===== src/rtl/nkc_pkg.sv =====
// Package for the nucleotide k-mer counter.
// Holds field widths, mode and command codes, the command struct and base decode.
// No dependencies.
package nkc_pkg;

    localparam int DEF_MAX_ORDER  = 5;
    localparam int DEF_COUNT_BITS = 32;

    localparam int CHAR_W      = 8;
    localparam int IDX_W       = 12;
    localparam int COUNT_OUT_W = 32;
    localparam int ORDER_W     = 3;
    localparam int MODE_W      = 2;
    localparam int S_TDATA_W   = 24;
    localparam int M_TDATA_W   = 48;
    localparam int QUEUE_DEPTH = 4;

    localparam logic [ORDER_W-1:0] ORDER_RESET = 3'd2;

    localparam logic [CHAR_W-1:0] CHAR_A = 8'h41;
    localparam logic [CHAR_W-1:0] CHAR_T = 8'h54;
    localparam logic [CHAR_W-1:0] CHAR_C = 8'h43;
    localparam logic [CHAR_W-1:0] CHAR_G = 8'h47;

    localparam logic [1:0] BASE_A = 2'd0;
    localparam logic [1:0] BASE_T = 2'd1;
    localparam logic [1:0] BASE_C = 2'd2;
    localparam logic [1:0] BASE_G = 2'd3;

    typedef enum logic [MODE_W-1:0] {
        MODE_BASE     = 2'd0,
        MODE_EOR      = 2'd1,
        MODE_RD_FULL  = 2'd2,
        MODE_RD_LOWER = 2'd3
    } mode_t;

    typedef enum logic [1:0] {
        CMD_COUNT      = 2'd0,
        CMD_TAIL       = 2'd1,
        CMD_READ_FULL  = 2'd2,
        CMD_READ_LOWER = 2'd3
    } cmd_kind_t;

    typedef struct packed {
        cmd_kind_t kind;
        logic      idx_ok;
    } cmd_ctrl_t;

    // {valid, code}
    function automatic logic [2:0] base_decode(input logic [CHAR_W-1:0] ch);
        logic [2:0] res;
        unique case (ch)
            CHAR_A:  res = {1'b1, BASE_A};
            CHAR_T:  res = {1'b1, BASE_T};
            CHAR_C:  res = {1'b1, BASE_C};
            CHAR_G:  res = {1'b1, BASE_G};
            default: res = 3'b000;
        endcase
        return res;
    endfunction

endpackage


===== src/rtl/nkc_queue.sv =====
// Short command FIFO between front and back ends.
// Depends on nkc_pkg.
module nkc_queue import nkc_pkg::*; #(
    parameter int WIDTH = 8,
    parameter int DEPTH = QUEUE_DEPTH
) (
    input  logic             clk,
    input  logic             rst_n,
    input  logic             push,
    input  logic [WIDTH-1:0] push_data,
    output logic             full,
    input  logic             pop,
    output logic [WIDTH-1:0] pop_data,
    output logic             empty
);

    localparam int PW = $clog2(DEPTH);

    logic [WIDTH-1:0] entry_reg [DEPTH];
    logic [PW-1:0]    wr_ptr_reg;
    logic [PW-1:0]    rd_ptr_reg;
    logic [PW:0]      count_reg;

    assign full     = int'(count_reg) == DEPTH;
    assign empty    = count_reg == '0;
    assign pop_data = entry_reg[rd_ptr_reg];

    always_ff @(posedge clk)
    begin
        if (push)
        begin
            entry_reg[wr_ptr_reg] <= push_data;
        end
    end

    always_ff @(posedge clk or negedge rst_n)
    begin
        if (!rst_n)
        begin
            wr_ptr_reg <= '0;
            rd_ptr_reg <= '0;
            count_reg  <= '0;
        end
        else
        begin
            if (push)
            begin
                wr_ptr_reg <= (int'(wr_ptr_reg) == DEPTH - 1) ? '0 : wr_ptr_reg + 1'b1;
            end
            if (pop)
            begin
                rd_ptr_reg <= (int'(rd_ptr_reg) == DEPTH - 1) ? '0 : rd_ptr_reg + 1'b1;
            end
            if (push && !pop)
            begin
                count_reg <= count_reg + 1'b1;
            end
            else if (pop && !push)
            begin
                count_reg <= count_reg - 1'b1;
            end
        end
    end

endmodule


===== config.mk =====
export PLATFORM = sky130hd
export DESIGN_NAME = nkc_queue
export DESIGN_NICKNAME = d
export VERILOG_FILES = /design/src/rtl/nkc_pkg.sv /design/src/rtl/nkc_queue.sv
export SDC_FILE = /design/constraint.sdc
export NUM_CORES = 1
export LEC_CHECK = 0
export ABC_AREA = 1
export BUFFER_PORTS_ARGS = -buffer_cell sky130_fd_sc_hd__buf_2
export CORE_ASPECT_RATIO = 2
export CORE_MARGIN = 2
export CORE_UTILIZATION = 33
export DETAILED_ROUTE_END_ITERATION = 6
export SLEW_MARGIN = 20
export SYNTH_ARGS = -nofsm -noshare
export SYNTH_HDL_FRONTEND = slang
export SYNTH_SLANG_ARGS = --single-unit

===== constraint.sdc =====
create_clock -name clk -period 1.75 [get_ports clk]
set_input_delay 0.4375 -clock clk [delete_from_list [all_inputs] [get_ports clk]]
set_output_delay 0.4375 -clock clk [all_outputs]
set_load 0.05 [all_outputs]

# After elaboration in Yosys (flattened, before gate mapping)
# Memory sizes are Yosys's and may differ from the RTL's.
# Cells that the tools add are included.
# Widths: inputs -> output; s select.
dict set report word_totals {
  regBits 7
  mem_bits_rw 32
  out_inout_bits 10
  word_cells 23
  n_memories 1
}
dict set report classes {
  n_addsub 4
  n_eq_ne 3
  mux 6
  n_reduce_logical 6
}
# memory words width rd rd_clocked_by_memory_dff write_ports line_no
set memory_table {}
lappend memory_table {entry_reg 4 8 1 0 1 nkc_queue.sv:19} ;# logic [WIDTH-1:0] entry_reg [DEPTH];
# operator count
set op_table {}
lappend op_table {{$mux 3} 2}
lappend op_table {{$add 2x1->2 const B} 2}
lappend op_table {{$eq 2x1->1 const B} 2}
lappend op_table {{$mux 2} 2}
lappend op_table {{$add 3x1->3 const B} 1}
lappend op_table {{$eq 3x3->1 const B} 1}
lappend op_table {{$logic_not 3->1} 1}
lappend op_table {{$sub 3x1->3 const B} 1}
lappend op_table {{$logic_and 1x1->1} 2}
lappend op_table {{$logic_not 1->1} 2}
lappend op_table {{$mux 1} 2}
lappend op_table {{$reduce_bool 2->1} 1}

# Depth between registers and ports, before layout
# Gate-level depths: netlist of the first run.
dict set report depth {
  word_depth 4
  depth_mapped 9
  ltp_nobuf 9
}

# Worst setup path before layout of the first run
# No wires, ideal clock.
dict set report synth_path {
  kind {register to output}
  startpoint {reg count_reg[0]}
  endpoint {out full}
  t_arrival_ps 1513
  slack_ps -200
  stages_incl_launch_ff 2
  path_buffers 0
  cell_sequence {dfrtp_1 -> nor3_1}
}
dict set report synth_between {
  elab_chain_len 1
}
# item line_no
set synth_lines {}
lappend synth_lines {{from (decl)} nkc_queue.sv:22} ;# logic [PW:0] count_reg;
lappend synth_lines {{from (signal assigned)} nkc_queue.sv:56} ;# count_reg <= count_reg + 1'b1;
lappend synth_lines {{from (signal assigned)} nkc_queue.sv:60} ;# count_reg <= count_reg - 1'b1;
lappend synth_lines {{$eq 3x3->1} nkc_queue.sv:24} ;# assign full = int'(count_reg) == DEPTH;
lappend synth_lines {{to (decl)} nkc_queue.sv:11} ;# output logic full,
# No other way between the ends.

# Worst setup path in the final report of the first run
dict set report layout_path {
  startpoint {reg rd_ptr_reg[0]}
  endpoint {out pop_data[2]}
}
dict set report layout_between {
  elab_chain_len 1
}
# item line_no
set layout_lines {}
lappend layout_lines {{from (decl)} nkc_queue.sv:21} ;# logic [PW-1:0] rd_ptr_reg;
lappend layout_lines {{from (signal assigned)} nkc_queue.sv:52} ;# rd_ptr_reg <= (int'(rd_ptr_reg) == DEPTH - 1) ? '0 : rd_ptr_reg + 1'b1;
lappend layout_lines {{$mem_v2 4x8} --}
lappend layout_lines {{to (decl)} nkc_queue.sv:13} ;# output logic [WIDTH-1:0] pop_data,
# No other way between the ends.

==> run_summary.xml, run 1 <==
<?xml version="1.0" encoding="UTF-8"?>
<metrics>
  <group name="outcome">
    <metric name="outcome" unit="">finished with violations</metric>
    <metric name="failed_checks" unit="">setup timing</metric>
  </group>
  <group name="grt">
    <metric name="gr-usage-all-layers" unit="">0.113</metric>
    <metric name="largest_net_degree_at_the_start_of_global_routing" unit="">18</metric>
    <metric name="first_global_vias" unit="">1039</metric>
    <metric name="grt_first_pass_wirelength" unit="um">4570</metric>
    <metric name="antenna_found_initial" unit="">0</metric>
    <metric name="overflow" unit="">0</metric>
  </group>
  <group name="placement">
    <metric name="buffer_ports.inserted" unit="">21</metric>
    <metric name="gpl.final_weighted_congestion" unit="">0.667</metric>
    <metric name="pre_cts_slack" unit="ns">0.116</metric>
    <metric name="dpl.hpwl" unit="um">1950</metric>
  </group>
  <group name="pwr">
    <metric name="switching_power" unit="W">0.00158</metric>
    <metric name="power.share.clock" unit="">0.218</metric>
    <metric name="power.switching_fraction" unit="">0.391</metric>
    <metric name="power_frac_seq" unit="">0.342</metric>
    <metric name="share_comb_of_total_power" unit="">0.441</metric>
    <metric name="power.static_leakage" unit="nW">0.954</metric>
    <metric name="pwr_dens" unit="nW/um^2">1880</metric>
    <metric name="power_report.internal_total" unit="W">0.00246</metric>
    <metric name="final_power" unit="W">0.00404</metric>
    <metric name="vdd_drop_max" unit="mV">1.30</metric>
  </group>
  <group name="synth">
    <metric name="synth_top_area_cell" unit="">sky130_fd_sc_hd__edfxtp_1</metric>
    <metric name="synthesis.instances" unit="">144</metric>
    <metric name="ys_top_cells_by_area" unit="">sky130_fd_sc_hd__edfxtp_1, sky130_fd_sc_hd__dfrtp_1, sky130_fd_sc_hd__nand2_1</metric>
    <metric name="synth.ff_latch_count" unit="">39</metric>
    <metric name="avg_inst_size_synth" unit="um^2">11.8</metric>
    <metric name="netlist_area" unit="um^2">1700</metric>
    <metric name="ys_seq_area_frac" unit="">0.667</metric>
    <metric name="postSynthNetCount" unit="">163</metric>
    <metric name="synth_cell_type_count" unit="">17</metric>
    <metric name="synth_top_area_frac" unit="">0.564</metric>
    <metric name="synth_warnings" unit="">0</metric>
  </group>
  <group name="sta">
    <metric name="setup_slack" unit="ns">-0.0495</metric>
    <metric name="rsz0062_at_grt" unit="">yes</metric>
    <metric name="slew_violations" unit="">0</metric>
    <metric name="worst_pin_slew" unit="ns">0.409</metric>
    <metric name="final_min_period_over_clock_period" unit="">1.03</metric>
    <metric name="setup-violations-final" unit="">8</metric>
    <metric name="fin_crit" unit="ns">1.80</metric>
    <metric name="timing.final.hold_violations" unit="">0</metric>
    <metric name="max_freq" unit="MHz">556</metric>
    <metric name="relSlewSlack" unit="">0.727</metric>
    <metric name="worst_clock_skew" unit="ns">0.00237</metric>
  </group>
  <group name="drt">
    <metric name="routed_wire_length_per_instance" unit="um">12.9</metric>
    <metric name="detail_route.first_pass.iterations" unit="">4</metric>
    <metric name="drt-initial-drc-count" unit="">19</metric>
    <metric name="route.detailed.vias_per_inst" unit="">4.60</metric>
    <metric name="drc_errors" unit="">0</metric>
    <metric name="vias" unit="">1076</metric>
    <metric name="antenna_left" unit="">0</metric>
    <metric name="totalWireLength" unit="um">3020</metric>
  </group>
  <group name="die">
    <metric name="design.core.area" unit="um^2">5050</metric>
    <metric name="fp.dieArea" unit="um^2">5790</metric>
    <metric name="boundaryPins" unit="">22</metric>
    <metric name="dieHeight" unit="um">106</metric>
    <metric name="horizontal_die_dimension" unit="um">54.8</metric>
    <metric name="floorplan.initialDensity" unit="">0.337</metric>
    <metric name="rows" unit="">37</metric>
  </group>
  <group name="worst_setup_path">
    <metric name="cp_cell_sequence" unit="">inv_4, clkbuf_16, o211ai_1, nand2_1, buf_6</metric>
    <metric name="cpMaxStageDelayCell" unit="">sky130_fd_sc_hd__dfrtp_1</metric>
    <metric name="data_required_time_at_the_worst_endpoint" unit="ns">1.31</metric>
    <metric name="cp-start-kind" unit="">flop</metric>
    <metric name="crit-reg2reg-capture" unit="">entry_reg[2][5]</metric>
    <metric name="critical_path_buf_inv_count" unit="">3</metric>
    <metric name="critPathKind" unit="">flop to primary output</metric>
    <metric name="critical_path.endpoint_type" unit="">primary output</metric>
    <metric name="critPathTopFamily" unit="">buffers and inverters</metric>
    <metric name="critical_path_arrival" unit="ns">1.36</metric>
    <metric name="worst_reg2reg_path_length_in_cells" unit="">4</metric>
    <metric name="crit_fanout" unit="">8</metric>
    <metric name="slowest_delay" unit="ns">0.39</metric>
    <metric name="reg2reg_from" unit="">wr_ptr_reg[0]</metric>
    <metric name="worst_setup_slack_for_register_to_register_paths" unit="ns">0.38</metric>
  </group>
  <group name="min_path">
    <metric name="min_path_type" unit="">input pin to flop</metric>
    <metric name="timing.hold.worst_path_depth" unit="">1</metric>
    <metric name="hold_crit_endpoint" unit="">entry_reg[1][2]</metric>
    <metric name="hold_path_startpoint" unit="">push_data[2]</metric>
  </group>
  <group name="finish">
    <metric name="largest_register_ff_count" unit="">32</metric>
    <metric name="post-route-util" unit="">0.426</metric>
    <metric name="num-nets-final" unit="">194</metric>
    <metric name="drive_above_1_share" unit="">0.239</metric>
    <metric name="diodes" unit="">0</metric>
    <metric name="area_growth_syn_to_layout" unit="%">26.4</metric>
  </group>
  <group name="clock_tree">
    <metric name="cts-root-buf" unit="">sky130_fd_sc_hd__clkbuf_8</metric>
    <metric name="clk-insertion-delay-late" unit="ns">0.29</metric>
    <metric name="cts_inserted_buffers" unit="">5</metric>
    <metric name="clkTransAtPathRegs" unit="ns">0.08</metric>
    <metric name="cts-htree-levels" unit="">2</metric>
    <metric name="cts_buffer_depth" unit="">2</metric>
    <metric name="cts.sinks" unit="">39</metric>
    <metric name="tritoncts" unit="">done</metric>
  </group>
  <group name="job">
    <metric name="maxCapViolations" unit="">0</metric>
  </group>
</metrics>
[area by class of cell]
class                           instances  area, um^2
Fill cell                             464        2890
Timing Repair Buffer                   28         260
Clock buffer                            5        68.8
Inverter                               29         114
Tap cell                               58        72.6
Multi-Input combinational cell         72         432
Sequential cell                        39        1140
Clock inverter                          3        67.6
[layout by cell type (no fill, tap or decap), drive strengths merged]
cell type and count:
o21ai 4, nor3 2, clkbuf 7, xnor2 1, bufinv 2, nand2 38, clkinvlp 1, ha 6
nand3 1, nor2 1, buf 25, nand4 1, dfrtp 7, edfxtp 32, dlygate4sd3 1, inv 29
fa 1, a21oi 1, o211ai 16
[per-layer routing]
metal	routed length [um]	part of all wire	global-route usage
met3	133	0.044	0.0453
met4	53	0.018	0.0375
met5	0	0	0
met2	1530	0.51	0.175
met1	1300	0.43	0.138
[power by group through the flow]
stage	Combinational, W	Clock, W	Sequential, W
after floorplan	0.00118	0	0.00135
after global placement	0.00141	0	0.00139
after detailed placement	0.00145	0	0.00140
after CTS	0.00169	0.000899	0.00138
after global routing	0.00194	0.000929	0.00141
final	0.00178	0.000879	0.00138
[per-stage QoR]
step	area (um^2)	hold slack, ns	std cells	TNS, ns
2_1_floorplan	1710	0.142	144	0
3_3_place_gp	1870	0.281	222	0
4_1_cts	2090	0.349	232	-0.0285
5_1_grt	2150	0.356	234	-0.904
3_5_place_dp	1870	0.281	222	0
6_report	2150	0.356	234	-0.170
[repair_timing]
action	4_1_cts	5_1_grt
hold buffers	1	0
setup buffers	1	0
gates cloned	0	2
endpoints found under the hold margin	7	0
gates resized for setup	22	3
setup endpoints to repair	8	8
pin swaps	0	7
[kinds of logic (layout without fill, tap and decap cells)]
group                      count (synthesis)  count (layout)  share of synthesized area
buffers and inverters                     33              65                     0.0882
adders and majority gates                  7               7                     0.0558
xor gates and xnor gates                   1               1                    0.00514
and+or+nand+nor                           43              43                     0.0985
DFF                                       39              39                      0.667
AOI/OAI and AO/OA                         21              21                     0.0852
[Yosys cell counts]
master / number
sky130_fd_sc_hd__o21ai_0: 4
sky130_fd_sc_hd__fa_1: 1
sky130_fd_sc_hd__buf_6: 3
sky130_fd_sc_hd__inv_1: 27
sky130_fd_sc_hd__nor3_1: 2
sky130_fd_sc_hd__xnor2_1: 1
sky130_fd_sc_hd__buf_4: 1
sky130_fd_sc_hd__nand3_1: 1
sky130_fd_sc_hd__dfrtp_1: 7
sky130_fd_sc_hd__ha_1: 6
sky130_fd_sc_hd__nand2_1: 38
sky130_fd_sc_hd__nand4_1: 1
sky130_fd_sc_hd__a21oi_1: 1
sky130_fd_sc_hd__inv_2: 2
sky130_fd_sc_hd__edfxtp_1: 32
sky130_fd_sc_hd__nor2_1: 1
sky130_fd_sc_hd__o211ai_1: 16
[worst reg2reg max path, cell delays in order (launching register included)]
cell and delay (ns):
sky130_fd_sc_hd__dfrtp_1 0.43, sky130_fd_sc_hd__inv_1 0.10, sky130_fd_sc_hd__ha_1 0.15, sky130_fd_sc_hd__nand2_1 0.05
sky130_fd_sc_hd__inv_1 0.31
[worst max path at each step]
stage / startpoint / to / slack, ns / cells after the start
CTS: rd_ptr_reg[0] / pop_data[2] / -0.02 / 6
global route: rd_ptr_reg[0] / pop_data[7] / -0.14 / 6
detailed placement: push / count_reg[2] / 0.12 / 8
finish: rd_ptr_reg[0] / pop_data[2] / -0.05 / 5
floorplan: count_reg[1] / full / 0.21 / 1
global placement: push / count_reg[2] / 0.18 / 8
Note: power is estimated with default switching activity, not from simulation.
==> run 2, diff against run 1 <==
--- a/config.mk
+++ b/config.mk
@@ -11,6 +11,7 @@
 export CORE_MARGIN = 2
 export CORE_UTILIZATION = 33
 export DETAILED_ROUTE_END_ITERATION = 6
+export SKIP_CTS_REPAIR_TIMING = 1
 export SLEW_MARGIN = 20
 export SYNTH_ARGS = -nofsm -noshare
 export SYNTH_HDL_FRONTEND = slang
==> run 2 against run 1 <==
  * The run still ends with setup timing left
  * Critical path depth rose by 1
  * Clock power barely moved
  * Power fell by 4.8%
  * Largest cell class unchanged
==> run_summary.xml, run 2 (synthesized netlist as in run 1, its figures left out) <==
<?xml version="1.0" encoding="UTF-8"?>
<metrics>
  <group name="clock_tree">
    <metric name="cts_inserted_buffers" unit="">5</metric>
    <metric name="cts.sinks" unit="">39</metric>
    <metric name="clkTransAtPathRegs" unit="ns">0.08</metric>
    <metric name="clk-insertion-delay-late" unit="ns">0.29</metric>
    <metric name="cts-root-buf" unit="">sky130_fd_sc_hd__clkbuf_8</metric>
    <metric name="cts_buffer_depth" unit="">2</metric>
    <metric name="tritoncts" unit="">done</metric>
    <metric name="cts-htree-levels" unit="">2</metric>
  </group>
  <group name="die">
    <metric name="fp.dieArea" unit="um^2">5790</metric>
    <metric name="dieHeight" unit="um">106</metric>
    <metric name="floorplan.initialDensity" unit="">0.337</metric>
    <metric name="boundaryPins" unit="">22</metric>
    <metric name="horizontal_die_dimension" unit="um">54.8</metric>
    <metric name="design.core.area" unit="um^2">5050</metric>
    <metric name="rows" unit="">37</metric>
  </group>
  <group name="worst_setup_path">
    <metric name="critical_path_arrival" unit="ns">1.34</metric>
    <metric name="data_required_time_at_the_worst_endpoint" unit="ns">1.31</metric>
    <metric name="crit_fanout" unit="">16</metric>
    <metric name="startpoint" unit="">rd_ptr_reg[0]</metric>
    <metric name="critical_path.endpoint_type" unit="">primary output</metric>
    <metric name="reg2reg_from" unit="">wr_ptr_reg[0]</metric>
    <metric name="critPathKind" unit="">flop to primary output</metric>
    <metric name="cp-start-kind" unit="">flop</metric>
  </group>
  <group name="grt">
    <metric name="largest_net_degree_at_the_start_of_global_routing" unit="">18</metric>
    <metric name="grt_first_pass_wirelength" unit="um">4490</metric>
    <metric name="first_global_vias" unit="">1008</metric>
    <metric name="overflow" unit="">0</metric>
    <metric name="gr-usage-all-layers" unit="">0.111</metric>
    <metric name="antenna_found_initial" unit="">0</metric>
  </group>
  <group name="placement">
    <metric name="dpl.hpwl" unit="um">1950</metric>
    <metric name="gpl.final_weighted_congestion" unit="">0.667</metric>
    <metric name="buffer_ports.inserted" unit="">21</metric>
    <metric name="place.detailed.instances" unit="">222</metric>
  </group>
  <group name="finish">
    <metric name="num-nets-final" unit="">191</metric>
    <metric name="drive_above_1_share" unit="">0.214</metric>
    <metric name="num-fill-cells" unit="">478</metric>
    <metric name="area_growth_syn_to_layout" unit="%">21.5</metric>
    <metric name="diodes" unit="">0</metric>
    <metric name="layout_commonest_cell" unit="">sky130_fd_sc_hd__nand2_1</metric>
    <metric name="layout.cells.most_common_list" unit="">sky130_fd_sc_hd__nand2_1, sky130_fd_sc_hd__edfxtp_1, sky130_fd_sc_hd__inv_1, sky130_fd_sc_hd__o211ai_1, sky130_fd_sc_hd__buf_2</metric>
    <metric name="largest_register_ff_count" unit="">32</metric>
    <metric name="multiInputGateArea" unit="um^2">427</metric>
    <metric name="final-instance-count-excl-fill" unit="">231</metric>
    <metric name="layout.area.seq" unit="um^2">1140</metric>
  </group>
  <group name="sta">
    <metric name="setup_slack" unit="ns">-0.0304</metric>
    <metric name="rsz0062_at_grt" unit="">yes</metric>
    <metric name="totalNegativeSetupSlack" unit="ns">-0.148</metric>
    <metric name="fin_crit" unit="ns">1.78</metric>
    <metric name="slew_violations" unit="">0</metric>
    <metric name="relSlewSlack" unit="">0.730</metric>
    <metric name="worst_pin_slew" unit="ns">0.405</metric>
    <metric name="final_min_period_over_clock_period" unit="">1.02</metric>
    <metric name="max_freq" unit="MHz">562</metric>
    <metric name="timing.final.hold_violations" unit="">0</metric>
    <metric name="setup-violations-final" unit="">7</metric>
    <metric name="worst_clock_skew" unit="ns">0.00183</metric>
  </group>
  <group name="pwr">
    <metric name="vdd_drop_max" unit="mV">1.29</metric>
    <metric name="final_power" unit="W">0.00385</metric>
    <metric name="pwr_dens" unit="nW/um^2">1860</metric>
    <metric name="power.static_leakage" unit="nW">0.917</metric>
  </group>
  <group name="min_path">
    <metric name="min_path_type" unit="">input pin to flop</metric>
    <metric name="hold_path_startpoint" unit="">push_data[2]</metric>
  </group>
  <group name="drt">
    <metric name="detail_route.first_pass.iterations" unit="">4</metric>
    <metric name="vias" unit="">1065</metric>
    <metric name="m1WireLength" unit="um">1230</metric>
    <metric name="met3_length" unit="um">145</metric>
    <metric name="totalWireLength" unit="um">2850</metric>
    <metric name="drc_errors" unit="">0</metric>
    <metric name="routed_wl_met2" unit="um">1430</metric>
    <metric name="maxUsedRoutingLayer" unit="">met4</metric>
    <metric name="route.detailed.vias_per_inst" unit="">4.61</metric>
    <metric name="antenna_left" unit="">0</metric>
    <metric name="drt-initial-drc-count" unit="">7</metric>
    <metric name="routed_wire_length_per_instance" unit="um">12.3</metric>
  </group>
  <group name="outcome">
    <metric name="outcome" unit="">finished with violations</metric>
    <metric name="failed_checks" unit="">setup timing</metric>
  </group>
  <group name="job">
    <metric name="maxCapViolations" unit="">0</metric>
  </group>
</metrics>
[run 2: cell types whose count changed in the layout (fill, tap and decap cells not counted), sizes merged]
| cell | before | now |
|---|---|---|
| clkbuf | 7 | 5 |
| buf | 25 | 24 |
[run 2: final cells by class]
class,instances,share of cell area
Multi-Input combinational cell,72,0.206
Sequential cell,39,0.550
Inverter,29,0.0538
Timing Repair Buffer,25,0.0889
Tap cell,58,0.0351
Clock buffer,5,0.0333
Clock inverter,3,0.0327
[run 2: path summary, 6_finish.rpt]
kind / slack, ns / endpoint / cells past startpoint
setup / recovery: -0.03 / pop_data[4] / 6
hold reg to reg: 0.53 / count_reg[2] / 2
max in group asynchronous: 1.07 / rd_ptr_reg[1] / 2
hold / removal: 0.36 / entry_reg[1][2] / 1
setup reg to reg: 0.38 / entry_reg[2][5] / 4
min in group asynchronous: 0.50 / wr_ptr_reg[1] / 2
[run 2: worst max-delay path, stage by stage (launching register included)]
cell	delay, ns
sky130_fd_sc_hd__dfrtp_1	0.41
sky130_fd_sc_hd__inv_2	0.09
sky130_fd_sc_hd__buf_6	0.15
sky130_fd_sc_hd__nand2_1	0.07
sky130_fd_sc_hd__o211ai_1	0.08
sky130_fd_sc_hd__nand2_1	0.07
sky130_fd_sc_hd__buf_4	0.19
[run 2: power by group]
group	switching, W	internal, W
Clock	0.000311	0.000568
Combinational	0.00107	0.000519
Sequential	0.000146	0.00124
[run 2: routing by layer]
layer  global-route usage  vias up
met2                0.172       24
met3               0.0453        7
met1                0.137      495
met4               0.0375        0
met5                    0        -
li1                     -      539
[run 2: stage by stage]
step / utilization / hold WS (ns) / setup WS [ns] / instance area [um^2]
floorplan: - / 0.142 / 0.209 / 1710
CTS: 0.398 / -0.0358 / -0.157 / 2010
finish: 0.410 / 0.355 / -0.0304 / 2070
global route: 0.410 / 0.356 / -0.146 / 2070
detailed placement: 0.371 / 0.281 / 0.116 / 1870
global placement: 0.371 / 0.281 / 0.179 / 1870
