--- config.mk ---
export PLATFORM = sky130hd
export DESIGN_NAME = nkc_front
export DESIGN_NICKNAME = d
export VERILOG_FILES = /design/src/rtl/nkc_pkg.sv /design/src/rtl/nkc_front.sv
export SDC_FILE = /design/constraint.sdc
export NUM_CORES = 1
export LEC_CHECK = 0
export ABC_AREA = 1
export BUFFER_PORTS_ARGS = -buffer_cell sky130_fd_sc_hd__buf_2
export CORE_AREA = 2 2 61 63
export DETAILED_ROUTE_END_ITERATION = 10
export DIE_AREA = 0 0 63 65
export GPL_TIMING_DRIVEN = 0
export PLACE_DENSITY = 0.79
export SETUP_SLACK_MARGIN = 0.4
export SLEW_MARGIN = 20
export SYNTH_ARGS = -nofsm -noshare
export SYNTH_HDL_FRONTEND = slang
export SYNTH_SLANG_ARGS = --single-unit
--- constraint.sdc ---
create_clock -name clk -period 2.9 [get_ports clk]
set_input_delay 0.58 -clock clk [delete_from_list [all_inputs] [get_ports clk]]
set_output_delay 0.58 -clock clk [all_outputs]
set_load 0.005 [all_outputs]
--- src/rtl/nkc_pkg.sv ---
// Package for the nucleotide k-mer counter.
// Holds field widths, mode and command codes, the command struct and base decode.
// No dependencies.
package nkc_pkg;

    localparam int DEF_MAX_ORDER  = 5;
    localparam int DEF_COUNT_BITS = 32;

    localparam int CHAR_W      = 8;
    localparam int IDX_W       = 12;
    localparam int COUNT_OUT_W = 32;
    localparam int ORDER_W     = 3;
    localparam int MODE_W      = 2;
    localparam int S_TDATA_W   = 24;
    localparam int M_TDATA_W   = 48;
    localparam int QUEUE_DEPTH = 4;

    localparam logic [ORDER_W-1:0] ORDER_RESET = 3'd2;

    localparam logic [CHAR_W-1:0] CHAR_A = 8'h41;
    localparam logic [CHAR_W-1:0] CHAR_T = 8'h54;
    localparam logic [CHAR_W-1:0] CHAR_C = 8'h43;
    localparam logic [CHAR_W-1:0] CHAR_G = 8'h47;

    localparam logic [1:0] BASE_A = 2'd0;
    localparam logic [1:0] BASE_T = 2'd1;
    localparam logic [1:0] BASE_C = 2'd2;
    localparam logic [1:0] BASE_G = 2'd3;

    typedef enum logic [MODE_W-1:0] {
        MODE_BASE     = 2'd0,
        MODE_EOR      = 2'd1,
        MODE_RD_FULL  = 2'd2,
        MODE_RD_LOWER = 2'd3
    } mode_t;

    typedef enum logic [1:0] {
        CMD_COUNT      = 2'd0,
        CMD_TAIL       = 2'd1,
        CMD_READ_FULL  = 2'd2,
        CMD_READ_LOWER = 2'd3
    } cmd_kind_t;

    typedef struct packed {
        cmd_kind_t kind;
        logic      idx_ok;
    } cmd_ctrl_t;

    // {valid, code}
    function automatic logic [2:0] base_decode(input logic [CHAR_W-1:0] ch);
        logic [2:0] res;
        unique case (ch)
            CHAR_A:  res = {1'b1, BASE_A};
            CHAR_T:  res = {1'b1, BASE_T};
            CHAR_C:  res = {1'b1, BASE_C};
            CHAR_G:  res = {1'b1, BASE_G};
            default: res = 3'b000;
        endcase
        return res;
    endfunction

endpackage

--- src/rtl/nkc_front.sv ---
// Front end: config register, base decode, rolling window and command build.
// Depends on nkc_pkg.
module nkc_front import nkc_pkg::*; #(
    parameter int MAX_ORDER = DEF_MAX_ORDER,
    parameter int FW        = 2 * (MAX_ORDER + 1),
    parameter int LA        = (MAX_ORDER == 0) ? 1 : 2 * MAX_ORDER
) (
    input  logic               clk,
    input  logic               rst_n,
    input  logic               cfg_valid,
    output logic               cfg_ready,
    input  logic [ORDER_W-1:0] cfg_data,
    input  logic               in_valid,
    output logic               in_ready,
    input  logic [MODE_W-1:0]  in_mode,
    input  logic [CHAR_W-1:0]  in_char,
    input  logic [IDX_W-1:0]   in_idx,
    input  logic               clr_busy,
    input  logic               q_full,
    output logic               push,
    output cmd_ctrl_t          push_ctrl,
    output logic [FW-1:0]      push_faddr,
    output logic [LA-1:0]      push_laddr,
    output logic [IDX_W-1:0]   push_idx
);

    localparam int LW = 2 * MAX_ORDER;
    localparam int SW = $clog2(MAX_ORDER + 2);

    logic [ORDER_W-1:0] order_reg;
    logic [FW-1:0]      win_reg;
    logic [SW-1:0]      seen_reg;

    logic               accept;
    logic [2:0]         dec;
    logic [SW-1:0]      ord;
    logic [FW+1:0]      shifted;
    logic [FW-1:0]      win_next;
    logic [SW-1:0]      seen_next;
    logic [FW-1:0]      kmask;
    logic [FW-1:0]      tmask;
    logic [FW-1:0]      kfull;
    logic [FW-1:0]      tail;
    logic [FW+LA-1:0]   klow_ext;
    logic [FW+LA-1:0]   tail_ext;
    logic [IDX_W+FW-1:0] idx_ext_f;
    logic [IDX_W+LA-1:0] idx_ext_l;
    logic               full_ok;
    logic               lower_ok;
    logic               push_v;

    assign cfg_ready = 1'b1;
    assign in_ready  = !clr_busy && !q_full;
    assign accept    = in_valid && in_ready;

    assign dec      = base_decode(in_char);
    assign ord      = (int'(order_reg) > MAX_ORDER) ? SW'(MAX_ORDER) : SW'(order_reg);
    assign shifted  = {win_reg, dec[1:0]};
    assign win_next = shifted[FW-1:0];
    assign seen_next = (int'(seen_reg) < MAX_ORDER + 1) ? seen_reg + 1'b1 : seen_reg;

    always_comb
    begin
        for (int i = 0; i < FW; i++)
        begin
            kmask[i] = (i < 2 * (int'(ord) + 1));
            tmask[i] = (i < 2 * int'(ord));
        end
    end

    assign kfull     = win_next & kmask;
    assign tail      = win_reg & tmask;
    assign klow_ext  = (FW+LA)'(kfull >> 2);
    assign tail_ext  = (FW+LA)'(tail);
    assign idx_ext_f = (IDX_W+FW)'(in_idx);
    assign idx_ext_l = (IDX_W+LA)'(in_idx);
    assign full_ok   = (idx_ext_f >> FW) == '0;
    assign lower_ok  = (LW == 0) ? (in_idx == '0) : ((idx_ext_l >> LA) == '0);
    assign push_idx  = in_idx;

    always_comb
    begin
        push_v           = 1'b0;
        push_ctrl.kind   = CMD_COUNT;
        push_ctrl.idx_ok = 1'b1;
        push_faddr       = kfull;
        push_laddr       = klow_ext[LA-1:0];
        unique case (mode_t'(in_mode))
            MODE_BASE:
            begin
                push_v = dec[2] && (int'(seen_next) >= int'(ord) + 1);
            end
            MODE_EOR:
            begin
                push_v         = int'(seen_reg) >= int'(ord);
                push_ctrl.kind = CMD_TAIL;
                push_laddr     = tail_ext[LA-1:0];
            end
            MODE_RD_FULL:
            begin
                push_v           = 1'b1;
                push_ctrl.kind   = CMD_READ_FULL;
                push_ctrl.idx_ok = full_ok;
                push_faddr       = idx_ext_f[FW-1:0];
            end
            MODE_RD_LOWER:
            begin
                push_v           = 1'b1;
                push_ctrl.kind   = CMD_READ_LOWER;
                push_ctrl.idx_ok = lower_ok;
                push_laddr       = idx_ext_l[LA-1:0];
            end
            default:
            begin
                push_v = 1'b0;
            end
        endcase
    end

    assign push = accept && push_v;

    always_ff @(posedge clk or negedge rst_n)
    begin
        if (!rst_n)
        begin
            order_reg <= ORDER_RESET;
            win_reg   <= '0;
            seen_reg  <= '0;
        end
        else
        begin
            if (cfg_valid && cfg_ready)
            begin
                order_reg <= cfg_data;
            end
            if (accept)
            begin
                if (in_mode == MODE_BASE && dec[2])
                begin
                    win_reg  <= win_next;
                    seen_reg <= seen_next;
                end
                else if (in_mode == MODE_EOR)
                begin
                    win_reg  <= '0;
                    seen_reg <= '0;
                end
            end
        end
    end

endmodule

# Word level (Yosys, flattened, before mapping)
# Cells that the tools add are included.
[totals] ff_bits=16 input_bits=31
[classes] add_sub_neg=2 magnitude_cmp=26 n_eq_ne=7 n_mux=12 bitwise=2 n_reduce_logical=12
[ops] cell="$lt 4x32->1 const A" count=4
[ops] cell="$lt 5x32->1 const A" count=4
[ops] cell="$lt 3x32->1 const A" count=2
[ops] cell="$eq 8x7->1 const B" count=4
[ops] cell="$lt 1x32->1 const A" count=1
[ops] cell="$lt 2x32->1 const A" count=1
[ops] cell="$logic_not 22->1" count=1
[ops] cell="$mux 10" count=2
[ops] cell="$pmux 10 s2" count=1
[ops] cell="$lt 3x4->1 const A" count=4
[ops] cell="$and 12x12->12" count=1
[ops] cell="$mux 12" count=1
[ops] cell="$mux 3" count=4
[ops] cell="$pmux 3 s4" count=1
[ops] cell="$and 10x10->10" count=1
[ops] cell="$lt 1x4->1 const A" count=2
[ops] cell="$lt 2x4->1 const A" count=2
[ops] cell="$lt 4x4->1 const A" count=2
[ops] cell="$pmux 2 s3" count=1
[ops] cell="$logic_and 1x1->1" count=5
[ops] cell="$add 3x1->4 const B" count=1
[ops] cell="$eq 2x2->1 const B" count=2
[ops] cell="$ge 3x4->1" count=1
[ops] cell="$add 3x1->3 const B" count=1
[ops] cell="11 further kinds" count=12

# Longest topological paths before layout
# Gate-level depths: netlist of run 1.
[depth] ltp_word=7 mapped_depth=10 mapped_depth_nobuf=10

# Least setup slack after synthesis of run 1
# No wires, ideal clock.
[synth_timing] path_type="reg2out" startpoint="register order_reg[1]" endpoint="output push" arrival_ns=1.904 required_time_ns=2.320 slack_ns=0.416 stages_incl_launch_ff=11 path_cell_list="dfstp_2 -> inv_1 -> o21ai_2 -> ha_1 -> xor2_2 -> inv_2 -> ha_1 -> inv_1 -> o21bai_1 -> nand2_1 -> a21oi_1"
[synth_via] elab_chain_len=7
[synth_rtl] item="start: declaration" line_no="nkc_front.sv:30" text="logic [ORDER_W-1:0] order_reg;"
[synth_rtl] item="start signal: assignment" line_no="nkc_front.sv:134" text="order_reg <= cfg_data;"
[synth_rtl] item="$gt 3x3->1" line_no="nkc_front.sv:57" text="assign ord = (int'(order_reg) > MAX_ORDER) ? SW'(MAX_ORDER) : SW'(order_reg);"
[synth_rtl] item="$mux 3 (*)" line_no="nkc_front.sv:57"
[synth_rtl] item="$add 3x1->4" line_no="nkc_front.sv:91" text="push_v = dec[2] && (int'(seen_next) >= int'(ord) + 1);"
[synth_rtl] item="$ge 3x4->1" line_no="nkc_front.sv:91"
[synth_rtl] item="$logic_and 1x1->1" line_no="nkc_front.sv:91"
[synth_rtl] item="$pmux 1 s3 (*)" line_no="nkc_front.sv:88" text="unique case (mode_t'(in_mode))"
[synth_rtl] item="$logic_and 1x1->1 (*)" line_no="nkc_front.sv:120" text="assign push = accept && push_v;"
[synth_rtl] item="end: declaration" line_no="nkc_front.sv:20" text="output logic push,"
# Every way passes the cells marked *; elsewhere a longest branch is shown, timed or not.

# Final worst setup path of run 1
# Same ends and word-level chain as after synthesis.

==> flow_metrics.py, run 1 <==
metrics = {
    "outcome": {
        "status": "finished, final reports clean",
    },
    "layout": {
        "area_growth_syn_to_layout_pct": 40.0,
        "postLayoutCoreUtil_pct": 61.8,
        "antenna_cells": 0,
        "drive_gt1_share_pct": 42.7,
        "nFillCells": 314,
        "fin_nets": 362,
        "postLayoutCellArea_mm2": 0.00216,
        "largest_register_ffs": 10,
    },
    "power_and_ir_drop": {
        "p_leak_nw": 1.27,
        "intPower_uw": 408,
        "power_switching_uw": 201,
        "comb_power_share_pct": 37.1,
        "ir_drop_uv": 209,
        "sequentialPowerShare_pct": 38.4,
        "swShare_pct": 33.1,
        "power.density_mw_per_mm2": 282,
        "total_power_uw": 609,
        "clkPwrFrac_pct": 24.5,
    },
    "setup_path": {
        "crit_fanout": 4,
        "worstSetupStartpoint": "order_reg[1]",
        "startpoint_type": "register",
        "slowest_stage": "dfstp_2",
        "cp.arrival_ns": 2.29,
        "r2r-start": "seen_reg[0]",
        "cp.required_ns": 2.32,
        "r2r_cells": 6,
        "cp_cell_sequence": "inv_4 -> o21ai_4 -> ha_1 -> inv_2 -> ha_1 -> a21oi_1 -> o21bai_1 -> nand2_1 -> a21oi_1 -> buf_2",
        "r2r-end": "seen_reg[2]",
        "r2r_slack_ns": 1.47,
        "crit_path_end_kind": "output port",
        "endpoint": "push",
        "path_class": "register to output port",
        "slowest_delay_ns": 0.58,
    },
    "sta": {
        "tns_ns": 0,
        "rsz0062_at_grt": "true",
        "clock_skew_ns": 0.0111,
        "tightest_slew_ns": 0.539,
        "slew-limit-headroom_pct": 63.7,
        "final_max_slew_viol_count": 0,
        "period_needed_ns": 2.87,
        "setup_viol": 0,
        "fin_crit_sh_pct": 98.9,
        "whs_ns": 0.176,
        "max_clock_freq_mhz": 349,
        "hold_viol": 0,
    },
    "global_route": {
        "grtUsageTotal_pct": 21.7,
        "overflow": 0,
        "grt_pass1_wl_um": 7200,
        "grt_antenna_before_repair": 0,
        "first_global_vias": 1671,
        "grt_max_degree": 17,
    },
    "cts": {
        "clock-sinks": 16,
        "clkTransAtPathRegs_ns": 0.10,
        "cts_buffer_depth": 2,
        "clock_latency_ns": 0.29,
        "cts_max_level": 1,
        "cts_buffers": 3,
        "root_buffer": "clkbuf_4",
        "cts_tree": "yes",
    },
    "routing": {
        "drc": 0,
        "drt-total-wl_um": 4430,
        "initialDrtViolationCount": 129,
        "wire_per_inst_um": 12.0,
        "drtPass1Iterations": 4,
        "drtAntennaViolNets": 0,
        "vias_per_cell": 4.89,
        "vias": 1803,
    },
    "floorplan": {
        "std_cell_rows": 22,
        "die-area_mm2": 0.00410,
        "core-area_mm2": 0.00350,
        "ios": 71,
        "floorplan.initialDensity_pct": 44.2,
        "die_h_um": 65,
        "die_w_um": 63,
    },
    "synth": {
        "ys_ff_latch": 16,
        "synth_fp_nets": 281,
        "syn_area_per_cell_um2": 6.41,
        "yosys.area.top_type_share_pct": 24.3,
        "yosys_warnings": 0,
        "post_synth_num_cell_types": 29,
        "synth.area.top_cells": "dfrtp_1 (24%), nand2_1 (21%), nand3_1 (7.8%)",
        "synth_top_area_cell": "dfrtp_1",
        "postSynthCellCount": 241,
        "seq_area_frac_synth_pct": 26.0,
        "synth_area_mm2": 0.00154,
    },
    "placed_design": {
        "place_congestion": 0.892,
        "dp_hpwl_um": 3230,
        "dpl_cell_area_mm2": 0.00194,
        "port-buffer-count": 68,
    },
    "hold_path": {
        "worstHoldPathType": "input pin to asynchronous set/reset pin",
    },
    "flow_run": {
        "max_cap_viol_count": 0,
    },
}
[metrics by stage]
stage               setup WS [ns]  cells
detailed placement          0.119    357
floorplan                   0.416    241
global placement            0.154    357
global route              -0.0854    369
CTS                         0.101    366
finish                     0.0314    369
[what timing repair did]
| item | in CTS | in global routing |
|---|---|---|
| setup buffers | 5 | 3 |
| endpoints found under the setup margin | 15 | 15 |
| pin swaps | 2 | 8 |
| gates resized for setup | 13 | 20 |
| hold buffers | 0 | 0 |
[layout by cell type (no fill, tap or decap), types with 3 or more instances in the layout]
cell / netlist / layout
nand3_1: 24 / 21
dfrtp_1: 15 / 14
buf_2: 5 / 73
buf_4: 14 / 20
nor2_1: 12 / 11
o211ai_1: 3 / 3
o21ai_2: 2 / 4
inv_1: 23 / 20
o21ai_0: 18 / 15
clkbuf_4: 0 / 3
buf_6: 1 / 3
nand2_2: 4 / 7
inv_2: 5 / 6
nand2_1: 85 / 80
a21oi_1: 3 / 3
ha_1: 9 / 7
[cell families after synthesis]
logic type | Yosys count | share of synthesized area, %
flip-flops | 16 | 26.0
XOR/XNOR | 2 | 1.62
AND/OR/NAND/NOR | 131 | 35.7
AO/OA/AOI/OAI | 32 | 12.6
buffers and inverters | 50 | 16.5
other | 1 | 0.243
adder cells (fa/ha/maj) | 9 | 7.29
[power by group through the flow]
| stage | clock [mW] | combinational, mW | sequential [mW] |
|---|---|---|---|
| 2_1_floorplan | 0 | 0.100 | 0.236 |
| 3_3_place_gp | 0 | 0.168 | 0.236 |
| 3_5_place_dp | 0 | 0.172 | 0.236 |
| 4_1_cts | 0.153 | 0.196 | 0.233 |
| 5_1_grt | 0.166 | 0.249 | 0.234 |
| 6_report | 0.149 | 0.226 | 0.234 |
[layer usage]
layer	up-vias	global-route usage [%]	share of wire, %
li1	910	-	-
met1	812	25.1	41
met2	67	38.6	51
met3	14	3.82	5.3
met4	0	10.6	2.7
met5	-	0	0
[worst min path at each step]
stage | from | end | slack (ns) | cells after the start
after floorplan | rst_n | order_reg[0] | 0.28 | 0
after global placement | win_reg[7] | win_reg[9] | 0.50 | 2
after detailed placement | rst_n | order_reg[2] | 0.51 | 1
after CTS | rst_n | win_reg[3] | 0.18 | 1
after global routing | rst_n | seen_reg[2] | 0.19 | 1
final | rst_n | win_reg[3] | 0.18 | 1
[cells in the mapped netlist]
cell      instances
nand2_1          85
nand3_1          24
inv_1            23
o21ai_0          18
dfrtp_1          15
buf_4            14
nor2_1           12
ha_1              9
buf_2             5
inv_2             5
nand2_2           4
a21oi_1           3
o211ai_1          3
clkbuf_1          2
nor2_2            2
o211ai_2          2
o21ai_1           2
o21ai_2           2
a21boi_0          1
and3_2            1
buf_6             1
conb_1            1
dfstp_2           1
nand4_1           1
nor2_4            1
nor3_1            1
o21bai_1          1
xor2_1            1
xor2_2            1
[cell type report]
cell class	instances	area [um2]	share of cell area, %
Inverter	28	110	5.09
Sequential cell	16	403	18.6
Tap cell	48	60.1	2.78
Clock buffer	4	36.3	1.68
Buffer	22	149	6.89
Timing Repair Buffer	76	408	18.9
Multi-Input combinational cell	175	996	46.1
[worst max-delay path: cells and delay by family, from the launching register on]
kind / cells / cell delay [ns]
flip-flops: 1 / 0.58
buffers and inverters: 3 / 0.31
AO/OA/AOI/OAI: 4 / 0.48
AND/OR/NAND/NOR: 1 / 0.06
adder cells (fa/ha/maj): 2 / 0.56
Power figures use the tool's default switching activity.
==> run 2: changes to the inputs <==
--- a/config.mk
+++ b/config.mk
@@ -5,13 +5,12 @@
 export SDC_FILE = /design/constraint.sdc
 export NUM_CORES = 1
 export LEC_CHECK = 0
-export ABC_AREA = 1
 export BUFFER_PORTS_ARGS = -buffer_cell sky130_fd_sc_hd__buf_2
-export CORE_AREA = 2 2 61 63
+export CORE_AREA = 2 2 60 62
 export DETAILED_ROUTE_END_ITERATION = 10
-export DIE_AREA = 0 0 63 65
+export DIE_AREA = 0 0 62 64
 export GPL_TIMING_DRIVEN = 0
-export PLACE_DENSITY = 0.79
+export PLACE_DENSITY = 0.8
 export SETUP_SLACK_MARGIN = 0.4
 export SLEW_MARGIN = 20
 export SYNTH_ARGS = -nofsm -noshare
==> run 2 against run 1 <==
  * The flow now finishes with violations (negative setup slack)
  * Combinational power is 33% higher
  * First-iteration DRC count shrank 53%
  * Power up 13%
  * Clock skew fell by 0.0080 ns
  * Sequential cell count unchanged
  * Global-route usage grew 1.2 points
  * Utilization grew 7.2 points
  * Worst setup slack lost 0.067 ns
  * Count of clock-buffer cells in the layout unchanged
  * Critical endpoint unchanged
==> flow_metrics.py, run 2 <==
metrics = {
    "synth": {
        "synth_fp_nets": 230,
        "ys_ff_latch": 16,
        "synth_simple_gate_area_share_pct": 24.0,
        "synth_top_area_cell": "dfrtp_1",
        "yosys_warnings": 0,
        "synth_most_common_cell": "nand2_1",
        "synth-edff-count": 0,
        "post_synth_num_cell_types": 40,
        "syn_area_per_cell_um2": 7.98,
        "synth-compound-area-share_pct": 16.9,
        "async_reset_ff_share_pct": 100,
        "yosys.area.top_type_share_pct": 24.8,
        "postSynthCellCount": 190,
        "synthFlopType": "dfrtp_1",
        "seq_area_frac_synth_pct": 26.5,
        "synth_commonest_cells": "nand2_1 (35), o21ai_0 (20), dfrtp_1 (15), inv_1 (15), buf_4 (13)",
        "synth_top_family_by_area": "simple AND/OR/NAND/NOR gates",
        "synth_xor_area_share_pct": 1.16,
        "synth_area_mm2": 0.00152,
        "synth.area.top_cells": "dfrtp_1 (25%), nand2_1 (8.7%), ha_1 (7.4%)",
        "synthAdderAreaFrac_pct": 7.43,
        "synthMuxAreaShare_pct": 10.2,
    },
    "cts": {
        "cts_max_level": 1,
        "root_buffer": "clkbuf_4",
        "clock-sinks": 16,
        "cts_buffer_depth": 2,
        "cts_tree": "yes",
        "clkTransAtPathRegs_ns": 0.10,
        "cts_buffers": 3,
        "clock_latency_ns": 0.29,
        "cts.hold.buffers_added": 0,
    },
    "routing": {
        "vias": 1669,
        "drtPass1Iterations": 4,
        "vias_per_cell": 5.18,
        "drt-total-wl_um": 4500,
        "wire_per_inst_um": 14.0,
        "drtAntennaViolNets": 0,
        "drc": 0,
        "initialDrtViolationCount": 61,
    },
    "flow_run": {
        "max_cap_viol_count": 0,
    },
    "sta": {
        "clock_skew_ns": 0.00313,
        "setup_viol": 1,
        "period_needed_ns": 2.94,
        "worst_slack_ns": -0.0355,
        "fin_crit_sh_pct": 101,
        "hold_viol": 0,
        "final_max_slew_viol_count": 0,
        "max_clock_freq_mhz": 341,
        "rsz0062_at_grt": "true",
    },
    "floorplan": {
        "die_h_um": 64,
        "ios": 71,
        "floorplan.initialDensity_pct": 46.2,
        "die_w_um": 62,
        "std_cell_rows": 21,
        "core-area_mm2": 0.00328,
        "die-area_mm2": 0.00397,
    },
    "setup_path": {
        "critical_path.top_delay_family": "compound AO/OA/AOI/OAI gates",
        "endpoint": "push",
        "path_class": "register to output port",
        "slowest_stage": "dfstp_2",
        "slowest_delay_ns": 0.60,
        "crit_path_end_kind": "output port",
        "worstSetupStartpoint": "order_reg[1]",
        "cp.buffers_inverters": 2,
        "r2r_slack_ns": 1.58,
        "cp_num_cells": 8,
        "startpoint_type": "register",
        "r2r_cells": 3,
        "cp.required_ns": 2.32,
        "cp_cell_sequence": "a21oi_4 -> buf_4 -> ha_1 -> nand2b_1 -> a21o_1 -> a2111oi_4 -> nor4b_2 -> buf_2",
        "r2r-end": "seen_reg[1]",
        "cp.arrival_ns": 2.36,
        "r2r-start": "seen_reg[0]",
        "crit_fanout": 4,
    },
    "layout": {
        "antenna_cells": 0,
        "largest_register_ffs": 10,
        "drive_gt1_share_pct": 51.4,
        "layout_commonest_cell": "buf_2",
        "layout_common_cells": "buf_2 (69), nand2_1 (34), buf_4 (24)",
        "fin_nets": 317,
        "area_growth_syn_to_layout_pct": 49.6,
    },
    "hold_path": {
        "worstHoldPathType": "input pin to asynchronous set/reset pin",
    },
    "global_route": {
        "overflow": 0,
        "grt_pass1_wl_um": 6850,
        "grtUsageTotal_pct": 22.8,
        "first_global_vias": 1474,
        "grt_max_degree": 17,
        "grt_antenna_before_repair": 0,
    },
    "outcome": {
        "violations": "negative setup slack",
        "status": "finished, violations left",
    },
    "placed_design": {
        "dp_hpwl_um": 3150,
        "place_congestion": 0.795,
        "port-buffer-count": 68,
        "pre_cts_ws_ns": 0.0953,
    },
    "power_and_ir_drop": {
        "p_leak_nw": 1.08,
        "ir_drop_uv": 264,
        "total_power_uw": 686,
        "power.density_mw_per_mm2": 302,
    },
}
==> run 2: power breakdown <==
| part | internal, mW | switching [mW] | total [mW] |
|---|---|---|---|
| clock | 0.0765 | 0.0739 | 0.150 |
| combinational | 0.151 | 0.150 | 0.300 |
| sequential | 0.229 | 0.00656 | 0.235 |
| total | 0.456 | 0.230 | 0.686 |
==> run 2: cell type report <==
type / count / area [um2]
sequential: 16 / 404
buffer: 23 / 156
inverter: 16 / 65.1
timing repair buffer: 82 / 457
fill: 265 / 1020
tap: 46 / 57.6
multi-input combinational: 135 / 1090
clock buffer: 4 / 36.3
==> run 2: kinds of logic (layout without fill, tap and decap cells) <==
kind of cell               count (synthesis)  count (layout)
AOI/OAI and AO/OA                         40              40
xor gates and xnor gates                   2               2
adders and majority gates                  9               9
buffers and inverters                     39             125
DFF                                       16              16
muxes                                     15              15
other                                      1               1
and+or+nand+nor                           68              68
==> run 2: worst min-delay path by stage <==
stage	startpoint	to	slack (ns)	cells past startpoint
after global routing	rst_n	seen_reg[1]	0.20	1
after floorplan	rst_n	order_reg[0]	0.28	0
final	rst_n	win_reg[1]	0.19	1
after CTS	rst_n	order_reg[0]	0.20	1
after global placement	rst_n	order_reg[2]	0.51	1
after detailed placement	rst_n	win_reg[4]	0.52	1
==> run 2: repair_timing <==
item / in CTS / in global routing
pin swaps: 11 / 6
setup buffers: 11 / 3
endpoints found under the setup margin: 15 / 22
hold endpoints to repair: 0 / 0
gates resized for setup: 23 / 16
==> run 2: per-layer routing <==
metal	part of all wire (%)	GRT usage [%]	vias to the layer above
li1	-	-	818
met1	40	28.6	770
met2	50	39.3	73
met3	7.1	2.43	8
met4	2.4	7.71	0
met5	0	0	-
==> run 2: per-stage QoR <==
stage          util (%)  area, um2  instances  hold slack (ns)  setup TNS (ns)
3_3_place_gp       61.3       2010        304            0.515               0
3_5_place_dp       61.3       2010        304            0.515               0
4_1_cts            67.2       2210        319            0.195        -0.00955
2_1_floorplan         -       1620        190            0.284               0
5_1_grt            69.1       2270        322            0.199          -0.147
6_report           69.1       2270        322            0.194         -0.0355
